[src/rtl/json_string_unescape_utf8_macros.svh]
// Assertion macros shared by the unescaper RTL.
// No dependencies; included by the files that carry assertions.
`ifndef JSON_STRING_UNESCAPE_UTF8_MACROS_SVH
`define JSON_STRING_UNESCAPE_UTF8_MACROS_SVH

// cond must never be true outside reset
`define JSU_NEVER(lbl, clk, rst_n, cond, msg) \
    lbl: assert property (@(posedge clk) disable iff (!rst_n) !(cond)) else $error(msg);

// ante at an edge implies cons at the same edge
`define JSU_IMPLIES(lbl, clk, rst_n, ante, cons, msg) \
    lbl: assert property (@(posedge clk) disable iff (!rst_n) (ante) |-> (cons)) else $error(msg);

`endif

[src/rtl/jsu_pkg.sv]
// Shared types, codes and helpers for the JSON string unescaper.
// No dependencies; used by every rtl module of the block.
package jsu_pkg;

    localparam int QDEPTH = 4;   // command queue depth between front and back

    typedef enum logic [1:0] {
        ST_OK     = 2'd0,
        ST_EXPECT = 2'd1,   // expected string
        ST_BADU   = 2'd2,   // bad \u escape
        ST_MALF   = 2'd3    // malformed
    } t_status;

    typedef enum logic [6:0] {
        PH_WAIT   = 7'b0000001,
        PH_STR    = 7'b0000010,
        PH_ESC    = 7'b0000100,
        PH_HEXHI  = 7'b0001000,
        PH_NEEDBS = 7'b0010000,
        PH_NEEDU  = 7'b0100000,
        PH_HEXLO  = 7'b1000000
    } t_phase;

    typedef enum logic [1:0] {
        K_RAW   = 2'd0,   // one byte copied as is
        K_CP    = 2'd1,   // code point, sent as UTF-8
        K_EVENT = 2'd2    // status / done, no data
    } t_kind;

    typedef struct packed {
        t_kind       kind;
        logic [20:0] cp;      // byte in [7:0] for K_RAW
        t_status     status;
        logic        done;
    } t_cmd;

    // hex digit value, bit 4 set when not a hex digit
    function automatic logic [4:0] hexval(input logic [7:0] b);
        logic [4:0] v;
        v = 5'h10;
        if (b >= 8'h30 && b <= 8'h39) v = 5'(b - 8'h30);
        else if (b >= 8'h61 && b <= 8'h66) v = 5'(b - 8'h57);
        else if (b >= 8'h41 && b <= 8'h46) v = 5'(b - 8'h37);
        return v;
    endfunction

endpackage

[src/rtl/json_string_unescape_utf8.sv]
// JSON string unescaper, text bytes in, UTF-8 string bytes out (top level).
// Depends on jsu_pkg, jsu_front, jsu_queue and jsu_back.
//
// Input channel: i_in_valid / o_in_ready carry one text byte (i_in_byte) and
// an end-of-text flag. Output channel: o_out_valid / i_out_ready carry one
// result item: o_out_byte with o_byte_valid, o_status, o_string_done and
// o_last_of_run, which marks the final item caused by one input byte.
// Whitespace, backslashes, the opening quote and all but the last hex digit
// of a code point give no item. A plain byte gives one item, a code point 1-4.
//
// The front parser takes a byte every cycle while the command queue has room;
// each byte queues at most one command. The back end turns a command into its
// items, one per cycle while the receiver keeps up, into an output register.
// An accepted byte's command is held in the queue and then in that register.
// Sustained rate is one input byte per cycle for plain text while the receiver
// keeps up; a \u code point gives one output item per UTF-8 byte.
//
// Reset (synchronous, active low) empties the queue and output register and
// puts the parser in front of the opening quote. When the receiver stalls,
// the output item holds, the queue fills, and then o_in_ready drops.
module json_string_unescape_utf8 #(
    parameter int QDEPTH = jsu_pkg::QDEPTH
) (
    input  logic       i_clk,
    input  logic       i_rst_n,
    input  logic       i_in_valid,
    output logic       o_in_ready,
    input  logic [7:0] i_in_byte,
    input  logic       i_end_of_text,
    output logic       o_out_valid,
    input  logic       i_out_ready,
    output logic [7:0] o_out_byte,
    output logic       o_byte_valid,
    output logic [1:0] o_status,
    output logic       o_string_done,
    output logic       o_last_of_run
);

    logic          accept, push, pop, q_full, q_valid;
    jsu_pkg::t_cmd f_cmd, q_cmd;

    // room for one more command is all a byte ever needs
    assign o_in_ready = !q_full;
    assign accept     = i_in_valid && o_in_ready;

    jsu_front u_front (
        .i_clk    (i_clk),
        .i_rst_n  (i_rst_n),
        .i_accept (accept),
        .i_byte   (i_in_byte),
        .i_end    (i_end_of_text),
        .o_push   (push),
        .o_cmd    (f_cmd)
    );

    jsu_queue #(.DEPTH(QDEPTH)) u_queue (
        .i_clk   (i_clk),
        .i_rst_n (i_rst_n),
        .i_push  (push),
        .i_cmd   (f_cmd),
        .i_pop   (pop),
        .o_full  (q_full),
        .o_valid (q_valid),
        .o_cmd   (q_cmd)
    );

    jsu_back u_back (
        .i_clk         (i_clk),
        .i_rst_n       (i_rst_n),
        .i_q_valid     (q_valid),
        .i_q_cmd       (q_cmd),
        .o_pop         (pop),
        .o_out_valid   (o_out_valid),
        .i_out_ready   (i_out_ready),
        .o_out_byte    (o_out_byte),
        .o_byte_valid  (o_byte_valid),
        .o_status      (o_status),
        .o_string_done (o_string_done),
        .o_last_of_run (o_last_of_run)
    );

endmodule

[src/rtl/jsu_front.sv]
// Front end: takes text bytes, runs the string/escape parser, issues commands.
// Depends on jsu_pkg.
module jsu_front (
    input  logic           i_clk,
    input  logic           i_rst_n,
    input  logic           i_accept,
    input  logic [7:0]     i_byte,
    input  logic           i_end,
    output logic           o_push,
    output jsu_pkg::t_cmd  o_cmd
);

    jsu_pkg::t_phase r_phase, n_phase;
    logic [1:0]      r_hex, n_hex;
    logic [15:0]     r_acc, n_acc;
    logic [9:0]      r_high, n_high;

    logic [4:0]  d;
    logic [15:0] acc_new;
    logic        ws, mvalid;
    logic [7:0]  mbyte;

    assign d       = jsu_pkg::hexval(i_byte);
    assign acc_new = {r_acc[11:0], d[3:0]};
    assign ws      = (i_byte == 8'h20) || (i_byte == 8'h09) ||
                     (i_byte == 8'h0d) || (i_byte == 8'h0a);

    // short escape table
    always_comb begin
        mvalid = 1'b1;
        mbyte  = i_byte;
        unique case (i_byte)
            8'h22, 8'h5c, 8'h2f: mbyte = i_byte;
            8'h62: mbyte = 8'h08;
            8'h66: mbyte = 8'h0c;
            8'h6e: mbyte = 8'h0a;
            8'h72: mbyte = 8'h0d;
            8'h74: mbyte = 8'h09;
            default: mvalid = 1'b0;
        endcase
    end

    always_comb begin
        n_phase = r_phase;
        n_hex   = r_hex;
        n_acc   = r_acc;
        n_high  = r_high;
        o_push  = 1'b0;
        o_cmd   = '{kind: jsu_pkg::K_EVENT, cp: '0, status: jsu_pkg::ST_OK, done: 1'b0};

        unique case (r_phase)
            jsu_pkg::PH_STR: begin
                if (i_byte == 8'h22) begin
                    o_push     = 1'b1;
                    o_cmd.done = 1'b1;
                    n_phase    = jsu_pkg::PH_WAIT;
                end else if (i_byte < 8'h20 || i_end) begin
                    o_push       = 1'b1;
                    o_cmd.status = jsu_pkg::ST_MALF;
                end else if (i_byte == 8'h5c) begin
                    n_phase = jsu_pkg::PH_ESC;
                end else begin
                    o_push     = 1'b1;
                    o_cmd.kind = jsu_pkg::K_RAW;
                    o_cmd.cp   = {13'd0, i_byte};
                end
            end
            jsu_pkg::PH_ESC: begin
                if (i_byte == 8'h75) begin
                    if (i_end) begin
                        o_push       = 1'b1;
                        o_cmd.status = jsu_pkg::ST_BADU;
                    end else begin
                        n_phase = jsu_pkg::PH_HEXHI;
                        n_hex   = 2'd0;
                        n_acc   = 16'd0;
                    end
                end else if (!mvalid || i_end) begin
                    o_push       = 1'b1;
                    o_cmd.status = jsu_pkg::ST_MALF;
                end else begin
                    o_push     = 1'b1;
                    o_cmd.kind = jsu_pkg::K_RAW;
                    o_cmd.cp   = {13'd0, mbyte};
                    n_phase    = jsu_pkg::PH_STR;
                end
            end
            jsu_pkg::PH_HEXHI: begin
                if ((i_end && r_hex != 2'd3) || d[4]) begin
                    o_push       = 1'b1;
                    o_cmd.status = jsu_pkg::ST_BADU;
                end else begin
                    n_acc = acc_new;
                    if (r_hex != 2'd3) begin
                        n_hex = r_hex + 2'd1;
                    end else begin
                        n_hex = 2'd0;
                        if (acc_new >= 16'hd800 && acc_new <= 16'hdbff) begin
                            n_high  = acc_new[9:0];
                            n_phase = jsu_pkg::PH_NEEDBS;
                            if (i_end) begin
                                o_push       = 1'b1;
                                o_cmd.status = jsu_pkg::ST_MALF;
                            end
                        end else if ((acc_new >= 16'hdc00 && acc_new <= 16'hdfff) || i_end) begin
                            o_push       = 1'b1;
                            o_cmd.status = jsu_pkg::ST_MALF;
                        end else begin
                            o_push     = 1'b1;
                            o_cmd.kind = jsu_pkg::K_CP;
                            o_cmd.cp   = {5'd0, acc_new};
                            n_phase    = jsu_pkg::PH_STR;
                        end
                    end
                end
            end
            jsu_pkg::PH_NEEDBS: begin
                if (i_end || i_byte != 8'h5c) begin
                    o_push       = 1'b1;
                    o_cmd.status = jsu_pkg::ST_MALF;
                end else begin
                    n_phase = jsu_pkg::PH_NEEDU;
                end
            end
            jsu_pkg::PH_NEEDU: begin
                if (i_end || i_byte != 8'h75) begin
                    o_push       = 1'b1;
                    o_cmd.status = jsu_pkg::ST_MALF;
                end else begin
                    n_phase = jsu_pkg::PH_HEXLO;
                    n_hex   = 2'd0;
                    n_acc   = 16'd0;
                end
            end
            jsu_pkg::PH_HEXLO: begin
                if (i_end && r_hex != 2'd3) begin
                    o_push       = 1'b1;
                    o_cmd.status = jsu_pkg::ST_MALF;
                end else if (d[4]) begin
                    o_push       = 1'b1;
                    o_cmd.status = jsu_pkg::ST_BADU;
                end else begin
                    n_acc = acc_new;
                    if (r_hex != 2'd3) begin
                        n_hex = r_hex + 2'd1;
                    end else begin
                        n_hex = 2'd0;
                        if (acc_new < 16'hdc00 || acc_new > 16'hdfff || i_end) begin
                            o_push       = 1'b1;
                            o_cmd.status = jsu_pkg::ST_MALF;
                        end else begin
                            o_push     = 1'b1;
                            o_cmd.kind = jsu_pkg::K_CP;
                            o_cmd.cp   = 21'h10000 + {1'b0, r_high, acc_new[9:0]};
                            n_phase    = jsu_pkg::PH_STR;
                        end
                    end
                end
            end
            default: begin   // waiting for the opening quote
                if (ws) begin
                    if (i_end) begin
                        o_push       = 1'b1;
                        o_cmd.status = jsu_pkg::ST_EXPECT;
                    end
                end else if (i_byte == 8'h22) begin
                    n_phase = jsu_pkg::PH_STR;
                    if (i_end) begin
                        o_push       = 1'b1;
                        o_cmd.status = jsu_pkg::ST_MALF;
                    end
                end else begin
                    o_push       = 1'b1;
                    o_cmd.status = jsu_pkg::ST_EXPECT;
                end
            end
        endcase

        // any error result drops back to waiting
        if (o_push && o_cmd.kind == jsu_pkg::K_EVENT && !o_cmd.done) begin
            n_phase = jsu_pkg::PH_WAIT;
            n_hex   = 2'd0;
        end
        if (!i_accept) o_push = 1'b0;
    end

    always_ff @(posedge i_clk) begin
        if (!i_rst_n) begin
            r_phase <= jsu_pkg::PH_WAIT;
            r_hex   <= 2'd0;
            r_acc   <= 16'd0;
            r_high  <= 10'd0;
        end else if (i_accept) begin
            r_phase <= n_phase;
            r_hex   <= n_hex;
            r_acc   <= n_acc;
            r_high  <= n_high;
        end
    end

endmodule

[src/rtl/jsu_queue.sv]
// Command queue between parser front and UTF-8 back end.
// Depends on jsu_pkg and the assertion macro header.
`include "json_string_unescape_utf8_macros.svh"
module jsu_queue #(
    parameter int DEPTH = jsu_pkg::QDEPTH
) (
    input  logic           i_clk,
    input  logic           i_rst_n,
    input  logic           i_push,
    input  jsu_pkg::t_cmd  i_cmd,
    input  logic           i_pop,
    output logic           o_full,
    output logic           o_valid,
    output jsu_pkg::t_cmd  o_cmd
);

    localparam int PW = (DEPTH > 1) ? $clog2(DEPTH) : 1;
    localparam int CW = $clog2(DEPTH + 1);

    jsu_pkg::t_cmd r_mem [DEPTH];
    logic [PW-1:0] r_wr, r_rd;
    logic [CW-1:0] r_count;

    assign o_full  = (r_count == CW'(DEPTH));
    assign o_valid = (r_count != '0);
    assign o_cmd   = r_mem[r_rd];

    always_ff @(posedge i_clk) begin
        if (i_push) r_mem[r_wr] <= i_cmd;
    end

    always_ff @(posedge i_clk) begin
        if (!i_rst_n) begin
            r_wr    <= '0;
            r_rd    <= '0;
            r_count <= '0;
        end else begin
            if (i_push) r_wr <= (r_wr == PW'(DEPTH - 1)) ? '0 : r_wr + PW'(1);
            if (i_pop)  r_rd <= (r_rd == PW'(DEPTH - 1)) ? '0 : r_rd + PW'(1);
            if (i_push && !i_pop)      r_count <= r_count + CW'(1);
            else if (!i_push && i_pop) r_count <= r_count - CW'(1);
        end
    end

    `JSU_NEVER(a_no_overflow, i_clk, i_rst_n, i_push && o_full && !i_pop, "push into full queue")
    `JSU_NEVER(a_no_underflow, i_clk, i_rst_n, i_pop && !o_valid, "pop from empty queue")
    `JSU_NEVER(a_count_range, i_clk, i_rst_n, r_count > CW'(DEPTH), "queue count out of range")

endmodule

[src/rtl/jsu_back.sv]
// Back end: expands commands into result items, UTF-8 encoding code points.
// Depends on jsu_pkg and the assertion macro header.
`include "json_string_unescape_utf8_macros.svh"
module jsu_back (
    input  logic           i_clk,
    input  logic           i_rst_n,
    input  logic           i_q_valid,
    input  jsu_pkg::t_cmd  i_q_cmd,
    output logic           o_pop,
    output logic           o_out_valid,
    input  logic           i_out_ready,
    output logic [7:0]     o_out_byte,
    output logic           o_byte_valid,
    output logic [1:0]     o_status,
    output logic           o_string_done,
    output logic           o_last_of_run
);

    logic [1:0]  r_idx;
    logic        r_ov;
    logic [7:0]  r_byte;
    logic        r_bv, r_done, r_last;
    jsu_pkg::t_status r_st;

    logic [1:0]  nb_m1;     // bytes in this command minus one
    logic [7:0]  sel;
    logic        load, last;
    logic [20:0] cp;

    assign cp = i_q_cmd.cp;

    always_comb begin
        nb_m1 = 2'd0;
        if (i_q_cmd.kind == jsu_pkg::K_CP) begin
            if (cp <= 21'h7f)        nb_m1 = 2'd0;
            else if (cp <= 21'h7ff)  nb_m1 = 2'd1;
            else if (cp <= 21'hffff) nb_m1 = 2'd2;
            else                     nb_m1 = 2'd3;
        end
    end

    always_comb begin
        sel = cp[7:0];
        if (i_q_cmd.kind == jsu_pkg::K_CP) begin
            unique case (nb_m1)
                2'd1: sel = (r_idx == 2'd0) ? {3'b110, cp[10:6]} : {2'b10, cp[5:0]};
                2'd2: begin
                    unique case (r_idx)
                        2'd0:    sel = {4'b1110, cp[15:12]};
                        2'd1:    sel = {2'b10, cp[11:6]};
                        default: sel = {2'b10, cp[5:0]};
                    endcase
                end
                2'd3: begin
                    unique case (r_idx)
                        2'd0: sel = {5'b11110, cp[20:18]};
                        2'd1: sel = {2'b10, cp[17:12]};
                        2'd2: sel = {2'b10, cp[11:6]};
                        default: sel = {2'b10, cp[5:0]};
                    endcase
                end
                default: sel = cp[7:0];
            endcase
        end
    end

    assign load  = i_q_valid && (!r_ov || i_out_ready);
    assign last  = (r_idx == nb_m1);
    assign o_pop = load && last;

    always_ff @(posedge i_clk) begin
        if (!i_rst_n) begin
            r_ov  <= 1'b0;
            r_idx <= 2'd0;
        end else begin
            if (load)             r_ov <= 1'b1;
            else if (i_out_ready) r_ov <= 1'b0;
            if (load) r_idx <= last ? 2'd0 : r_idx + 2'd1;
        end
    end

    always_ff @(posedge i_clk) begin
        if (load) begin
            r_bv   <= (i_q_cmd.kind != jsu_pkg::K_EVENT);
            r_byte <= (i_q_cmd.kind != jsu_pkg::K_EVENT) ? sel : 8'd0;
            r_st   <= i_q_cmd.status;
            r_done <= i_q_cmd.done;
            r_last <= last;
        end
    end

    assign o_out_valid   = r_ov;
    assign o_out_byte    = r_byte;
    assign o_byte_valid  = r_bv;
    assign o_status      = r_st;
    assign o_string_done = r_done;
    assign o_last_of_run = r_last;

    `JSU_IMPLIES(a_idx_has_cmd, i_clk, i_rst_n, r_idx != 2'd0, i_q_valid && r_idx <= nb_m1, "byte index without a command")
    `JSU_IMPLIES(a_data_ok, i_clk, i_rst_n, r_ov && r_bv, r_st == jsu_pkg::ST_OK && !r_done, "data item carries status")
    `JSU_IMPLIES(a_done_clean, i_clk, i_rst_n, r_ov && r_done, !r_bv && r_last && r_st == jsu_pkg::ST_OK, "bad done item")

endmodule
[config.mk]
export PLATFORM = sky130hd
export DESIGN_NAME = json_string_unescape_utf8
export DESIGN_NICKNAME = d
export VERILOG_FILES = /design/src/rtl/jsu_pkg.sv /design/src/rtl/json_string_unescape_utf8.sv /design/src/rtl/jsu_front.sv /design/src/rtl/jsu_queue.sv /design/src/rtl/jsu_back.sv
export VERILOG_INCLUDE_DIRS = /design/src /design/src/rtl
export SDC_FILE = /design/constraint.sdc
export NUM_CORES = 1
export LEC_CHECK = 0
export BUFFER_PORTS_ARGS = -buffer_cell sky130_fd_sc_hd__buf_2
export CORE_MARGIN = 4
export CORE_UTILIZATION = 38
export DETAILED_ROUTE_END_ITERATION = 6
export PLACE_DENSITY = 0.62
export SKIP_CTS_REPAIR_TIMING = 1
export SLEW_MARGIN = 40
export SYNTH_ARGS = -nofsm -noshare
export SYNTH_HDL_FRONTEND = slang
export SYNTH_HIERARCHICAL = 1
export SYNTH_SLANG_ARGS = --single-unit
[constraint.sdc]
create_clock -name i_clk -period 3.2 [get_ports i_clk]
set_input_delay 0.64 -clock i_clk [delete_from_list [all_inputs] [get_ports i_clk]]
set_output_delay 0.64 -clock i_clk [all_outputs]
set_load 0.02 [all_outputs]
==> results of run 1 <==
## per-stage QoR
stage	setup WS (ps)	power, mW	std cells
after floorplan	-146.1	3.768	660
after global routing	-330.7	6.762	1048
after CTS	-287.0	6.428	1045
final	-164.1	6.424	1048
after detailed placement	-338.4	4.444	1013
after global placement	-240.3	4.405	1013
## registers in the layout, indices dropped and copies added, names as in the netlist, 3 cells and up, named ones only
name,count
u_queue/r_count,3
u_front/r_phase,7
u_front/r_acc,12
u_queue/r_mem,104
u_front/r_high,10
u_back/o_out_byte,8
## Yosys cell counts, drive strengths merged, types with 5 or more instances
| master | count |
|---|---|
| buf | 15 |
| dfxtp | 43 |
| nor2 | 24 |
| o211ai | 8 |
| or3 | 11 |
| inv | 24 |
| o21ai | 27 |
| clkbuf | 15 |
| edfxtp | 117 |
| and3 | 8 |
| mux2i | 18 |
| a22o | 10 |
| nor3 | 18 |
| ha | 16 |
| o2111ai | 5 |
| mux4 | 26 |
| nand3 | 30 |
| a21oi | 19 |
| a21boi | 20 |
| nor4 | 6 |
| nor2b | 25 |
| nand2 | 62 |
| o31ai | 5 |
| a31oi | 8 |
| nand4 | 7 |
| nand2b | 5 |
| and2 | 22 |
## worst paths after layout
path / startpoint / end / slack, ps / cells past startpoint
max: flop / u_queue/r_count[2] / -160 / 14
min: u_queue/r_count[2] / u_queue/r_count[2] / 500 / 2
max reg2reg: flop / u_queue/r_count[2] / -160 / 14
min reg2reg: u_queue/r_count[2] / u_queue/r_count[2] / 500 / 2
## cell families after synthesis
family,Yosys count
xor+xnor,6
simple gates,241
buf+inv,55
compound gates,136
mux,45
fa+ha+maj,17
flops,160
## power breakdown
| group | total, mW | leakage (nW) | switching [mW] | internal (mW) |
|---|---|---|---|---|
| logic | 1.85 | 1.83 | 0.995 | 0.857 |
| registers | 2.59 | 1.43 | 0.0849 | 2.50 |
| clock network | 1.99 | 0.288 | 0.939 | 1.05 |
| total | 6.42 | 3.55 | 2.02 | 4.41 |
## worst max-delay path, cell delays in order, from the launching register on
cell      delay, ps
dfxtp_2         340
buf_12          120
mux4_2          510
or3_4           420
or3_4           350
nor3_4          180
o211ai_1        160
a21oi_2         240
inv_2            90
ha_4            170
inv_2            50
fa_2            180
xor2_1           70
or3_1           310
a21boi_1        120
## final cells by class
cell class	count	area, µm²
clock inverter	15	161.4
timing repair buffer	116	888.4
multi-input combinational	445	3435
fill	1827	10840
tap	270	337.8
inverter	25	93.84
clock buffer	17	425.4
sequential	160	4375
## metal layers
metal | wire length, µm | GRT usage, %
met3 | 645 | 2.811
met5 | 0 | 0
met4 | 374 | 6.056
met1 | 8370 | 21.22
met2 | 9577 | 27.78
==> results.sh, run 1 <==
export IMPL_run_status="finished with violations"
export IMPL_failed_checks="negative setup slack"
export IMPL_synthTopCellsByArea="edfxtp_1, dfxtp_1, mux4_2"
export IMPL_clockBufferDepth=2
export IMPL_dp_final_hpwl_mm=13.90
export IMPL_finalInstanceArea_mm2=0.009717
export IMPL_yosys_register_bits=160
export IMPL_synth_top_area_share_pct=43.67
export IMPL_cts_root_buffer_cell="clkbuf_16"
export IMPL_num_nets_final=795
export IMPL_detailedRoute_firstPassIterationCount=5
export IMPL_synth_compound_gate_area_share_pct=12.02
export IMPL_globalRouteTotalUtil_pct=16.40
export IMPL_post_synth_mux_area_share_pct=9.938
export IMPL_drcViolationCount=0
export IMPL_irDropWorstVdd_mv=0.3401
export IMPL_cp_data_arrival_time_ps=3720
export IMPL_dieWidth_um=153.5
export IMPL_io_pins=28
export IMPL_post_synth_xor_area_fraction_pct=0.6532
export IMPL_syn_to_final_growth_pct=20.78
export IMPL_floorplan_initialDensity_pct=39.13
export IMPL_io_buffers=27
export IMPL_timing_max_cap_violations=0
export IMPL_skew_ps=13.73
export IMPL_fin_hold_ws_ps=497.7
export IMPL_final_period_minus_worst_setup_slack_ps=3364
export IMPL_vias=5766
export IMPL_rows=52
export IMPL_drt_wl_total_mm=18.97
export IMPL_chipHeight_um=153.5
export IMPL_grt_max_degree=51
export IMPL_hold_viol_final=0
export IMPL_worstSetupPathType="reg2reg"
export IMPL_antennaDiodeCount=0
export IMPL_max_freq_mhz=297.3
export IMPL_first_iter_violations=360
export IMPL_crit_end_category="flop"
export IMPL_yosys_area_top_type="edfxtp_1"
export IMPL_avgViaCountPerCell=5.502
export IMPL_final_setup_tns_ps=-308.8
export IMPL_critical_path_max_fanout=6
export IMPL_placedInstanceArea_mm2=0.009071
export IMPL_postSynthCellCount=660
export IMPL_critPathRequiredTime_ps=3560
export IMPL_cts_tree="built"
export IMPL_setup_violations=2
export IMPL_cts_htree_levels=4
export IMPL_start_kind="flop"
export IMPL_finalCritPeriodShare_pct=105.1
export IMPL_cts_buffers=17
export IMPL_number_of_nets_in_the_synthesized_netlist=690
export IMPL_gp_routability_congestion=0.8910
export IMPL_power_density_mw_per_mm2=661.1
export IMPL_post_synth_fa_ha_maj_area_fraction_pct=2.737
export IMPL_grt_setup_unrepaired="true"
export IMPL_cts_sinks=160
export IMPL_final_max_slew_viol_count=0
export IMPL_worst_slew_pin_transition_ps=625.9
export IMPL_floorplan_core_area_mm2=0.02056
export IMPL_synth_sequential_area_ratio_pct=54.37
export IMPL_postSynthAreaPerCell_um2=12.19
export IMPL_worstSkewPairLatency_ps=430
export IMPL_slew_headroom_pct=57.83
export IMPL_post_synth_and_or_nand_nor_area_fraction_pct=16.86
export IMPL_synth_edf_count=117
export IMPL_netlist_area_mm2=0.008045
export IMPL_clk_transition_reported_paths_ps=70
export IMPL_antenna_violating_nets_post_route=0
export IMPL_globalRouteOverflowTotal=0
export IMPL_synthDistinctLibCells=81
export IMPL_route_detailed_wl_per_inst_um=18.10
export IMPL_yosys_most_used_dff="edfxtp_1"
export IMPL_mostFrequentLayoutCell="edfxtp_1"
export IMPL_floorplan_die_area_mm2=0.02356
export IMPL_final_core_util_pct=47.26
export IMPL_grt_pass1_wl_mm=30.88
export IMPL_grt_pass1_vias=5767
export IMPL_yosys_warnings=6
export IMPL_worst_hold_class="reg2reg"
export IMPL_post_route_cells_drive_above_1_share_pct=26.22
export IMPL_layout_common_cells="edfxtp_1, buf_4, nand2_1"
export IMPL_synth_top_family_by_area="simple AND/OR/NAND/NOR gates"
export IMPL_postSynth_asyncResetShare_pct=0
export IMPL_initial_antenna_violation_count=0
export IMPL_worst_slack_setup_final_ps=-164.1
export IMPL_leak_pwr_nw=3.545
No activity file was read; power rests on OpenSTA's default activity.
==> run 2, diff against run 1 <==
--- a/config.mk
+++ b/config.mk
@@ -11,6 +11,7 @@
 export CORE_UTILIZATION = 38
 export DETAILED_ROUTE_END_ITERATION = 6
 export PLACE_DENSITY = 0.62
+export RECOVER_POWER = 100
 export SKIP_CTS_REPAIR_TIMING = 1
 export SLEW_MARGIN = 40
 export SYNTH_ARGS = -nofsm -noshare
==> constraint.sdc (replaced) <==
create_clock -name i_clk -period 3.2 [get_ports i_clk]
set_input_delay 0.64 -clock i_clk [delete_from_list [all_inputs] [get_ports i_clk]]
set_output_delay 0.64 -clock i_clk [all_outputs]
set_load 0.01 [all_outputs]
==> results.sh, run 2 (synthesis results as in run 1) <==
export IMPL_final_period_minus_worst_setup_slack_ps=3364
export IMPL_clockBufferDepth=2
export IMPL_timing_critical_path_slowest_cell_delay_ps=510
export IMPL_timing_max_cap_violations=0
export IMPL_irDropWorstVdd_mv=0.3384
export IMPL_fin_hold_ws_ps=497.7
export IMPL_start_kind="flop"
export IMPL_critical_path_max_fanout=6
export IMPL_worst_slack_setup_final_ps=-164.4
export IMPL_route_detailed_wl_per_inst_um=18.16
export IMPL_io_pins=28
export IMPL_num_nets_final=795
export IMPL_cts_buffers=17
export IMPL_use_met3_pct=2.811
export IMPL_placement_setup_worst_slack_ps=-338.4
export IMPL_clk_transition_reported_paths_ps=70
export IMPL_run_status="finished with violations"
export IMPL_cts_root_buffer_cell="clkbuf_16"
export IMPL_global_route_usage_met2_pct=27.78
export IMPL_r2r_slack_ps=-160
export IMPL_largest_register_ff_count=104
export IMPL_mostFrequentLayoutCell="edfxtp_1"
export IMPL_path_depth=14
export IMPL_worst_setup_path_endpoint="u_queue/r_count[2]"
export IMPL_chipHeight_um=153.5
export IMPL_floorplan_initialDensity_pct=39.13
export IMPL_totalPowerFinal_mw=6.337
export IMPL_rows=52
export IMPL_cts_tree="built"
export IMPL_floorplan_die_area_mm2=0.02356
export IMPL_vias=5772
export IMPL_placedInstanceArea_mm2=0.009071
export IMPL_cts_sinks=160
export IMPL_worstSetupPathType="reg2reg"
export IMPL_global_route_usage_met1_pct=21.22
export IMPL_io_buffers=27
export IMPL_cts_htree_levels=4
export IMPL_final_max_slew_viol_count=0
export IMPL_globalRouteTotalUtil_pct=16.40
export IMPL_crit_end_category="flop"
export IMPL_floorplan_core_area_mm2=0.02056
export IMPL_grt_pass1_wl_mm=30.88
export IMPL_worstSkewPairLatency_ps=430
export IMPL_critPathRequiredTime_ps=3560
export IMPL_grt_max_degree=51
export IMPL_final_core_util_pct=47.17
export IMPL_detailedRoute_firstPassIterationCount=7
export IMPL_gp_routability_congestion=0.8910
export IMPL_max_freq_mhz=297.2
export IMPL_n_fill_cell=1834
export IMPL_dp_final_hpwl_mm=13.90
export IMPL_worst_slew_pin_transition_ps=660.5
export IMPL_final_setup_tns_ps=-309.2
export IMPL_failed_checks="negative setup slack"
export IMPL_dieWidth_um=153.5
export IMPL_antennaDiodeCount=0
export IMPL_first_iter_violations=401
export IMPL_skew_ps=13.82
export IMPL_globalRouteOverflowTotal=0
export IMPL_leak_pwr_nw=3.506
export IMPL_worst_r2r_cell_count=14
export IMPL_globalRoute_busiestLayer="met2"
export IMPL_initial_antenna_violation_count=0
export IMPL_slew_headroom_pct=55.50
export IMPL_post_route_cells_drive_above_1_share_pct=24.55
export IMPL_critical_path_cell_by_cell="buf_12, mux4_2, or3_4, or3_4, nor3_4, o211ai_1, a21oi_2, inv_2, ha_4, inv_2, fa_2, xor2_1, or3_1, a21boi_1"
export IMPL_antenna_violating_nets_post_route=0
export IMPL_r2r_end="u_queue/r_count[2]"
export IMPL_worst_hold_class="reg2reg"
export IMPL_cp_data_arrival_time_ps=3720
export IMPL_grt_pass1_vias=5767
export IMPL_drt_wl_total_mm=19.03
export IMPL_post_place_cells=1013
export IMPL_finalInstanceArea_mm2=0.009698
export IMPL_grt_setup_unrepaired="true"
export IMPL_power_density_mw_per_mm2=653.4
export IMPL_max_flop_register="u_queue/r_mem"
export IMPL_layout_common_cells="edfxtp_1, buf_4, nand2_1"
export IMPL_fin_cells=1048
export IMPL_hold_viol_final=0
export IMPL_avgViaCountPerCell=5.508
export IMPL_setup_violations=2
export IMPL_drcViolationCount=0
export IMPL_reg_top3="u_queue/r_mem (104), u_front/r_acc (12), u_front/r_high (10)"
export IMPL_critPathSlowestCell="mux4_2"
export IMPL_cp_num_buf_inv=3
export IMPL_finalCritPeriodShare_pct=105.1
export IMPL_critical_path_top_delay_family="simple AND/OR/NAND/NOR gates"
export IMPL_syn_to_final_growth_pct=20.54
[run 2: changes by cell type in the layout (fill, tap and decap cells not counted)]
| cell | change |
|---|---|
| buf_2 | -12 |
| buf_4 | -1 |
| clkbuf_1 | +13 |
[run 2: worst min-delay path by stage]
stage	startpoint	endpoint	slack [ps]	cells after the start
2_1_floorplan	u_front/r_hex[0]	u_front/r_hex[0]	450	1
3_3_place_gp	u_front/r_hex[0]	u_front/r_hex[0]	460	1
3_5_place_dp	u_queue/r_count[2]	u_queue/r_count[2]	490	2
4_1_cts	u_queue/r_count[2]	u_queue/r_count[2]	500	2
5_1_grt	u_front/r_hex[0]	u_front/r_hex[0]	520	1
6_report	u_queue/r_count[2]	u_queue/r_count[2]	500	2
[run 2: worst min-delay path: stages, from the launching register on]
cell and delay, ps:
dfxtp_1 320, o21ai_0 70, a21boi_1 60
[run 2: layout make-up]
| class | instances | area [µm²] | area share [%] |
|---|---|---|---|
| flip-flops and latches | 160 | 4375 | 45.12 |
| multi-input cells | 445 | 3435 | 35.41 |
| repair buffers | 116 | 869.6 | 8.967 |
| clock buffers | 17 | 425.4 | 4.387 |
| well taps | 270 | 337.8 | 3.483 |
| clock inverters | 15 | 161.4 | 1.664 |
| inverters | 25 | 93.84 | 0.9676 |
[run 2: power breakdown]
| group | internal [mW] | switching (mW) | leakage (nW) |
|---|---|---|---|
| registers | 2.50 | 0.0872 | 1.43 |
| clock network | 1.05 | 0.939 | 0.288 |
| logic | 0.833 | 0.929 | 1.79 |
[run 2: routing by layer]
layer / up-vias / part of all wire, % / wire (µm)
li1: 2746 / - / -
met1: 2865 / 45 / 8504
met2: 138 / 50 / 9565
met3: 23 / 3.2 / 615
met4: 0 / 1.8 / 348
met5: - / 0 / 0
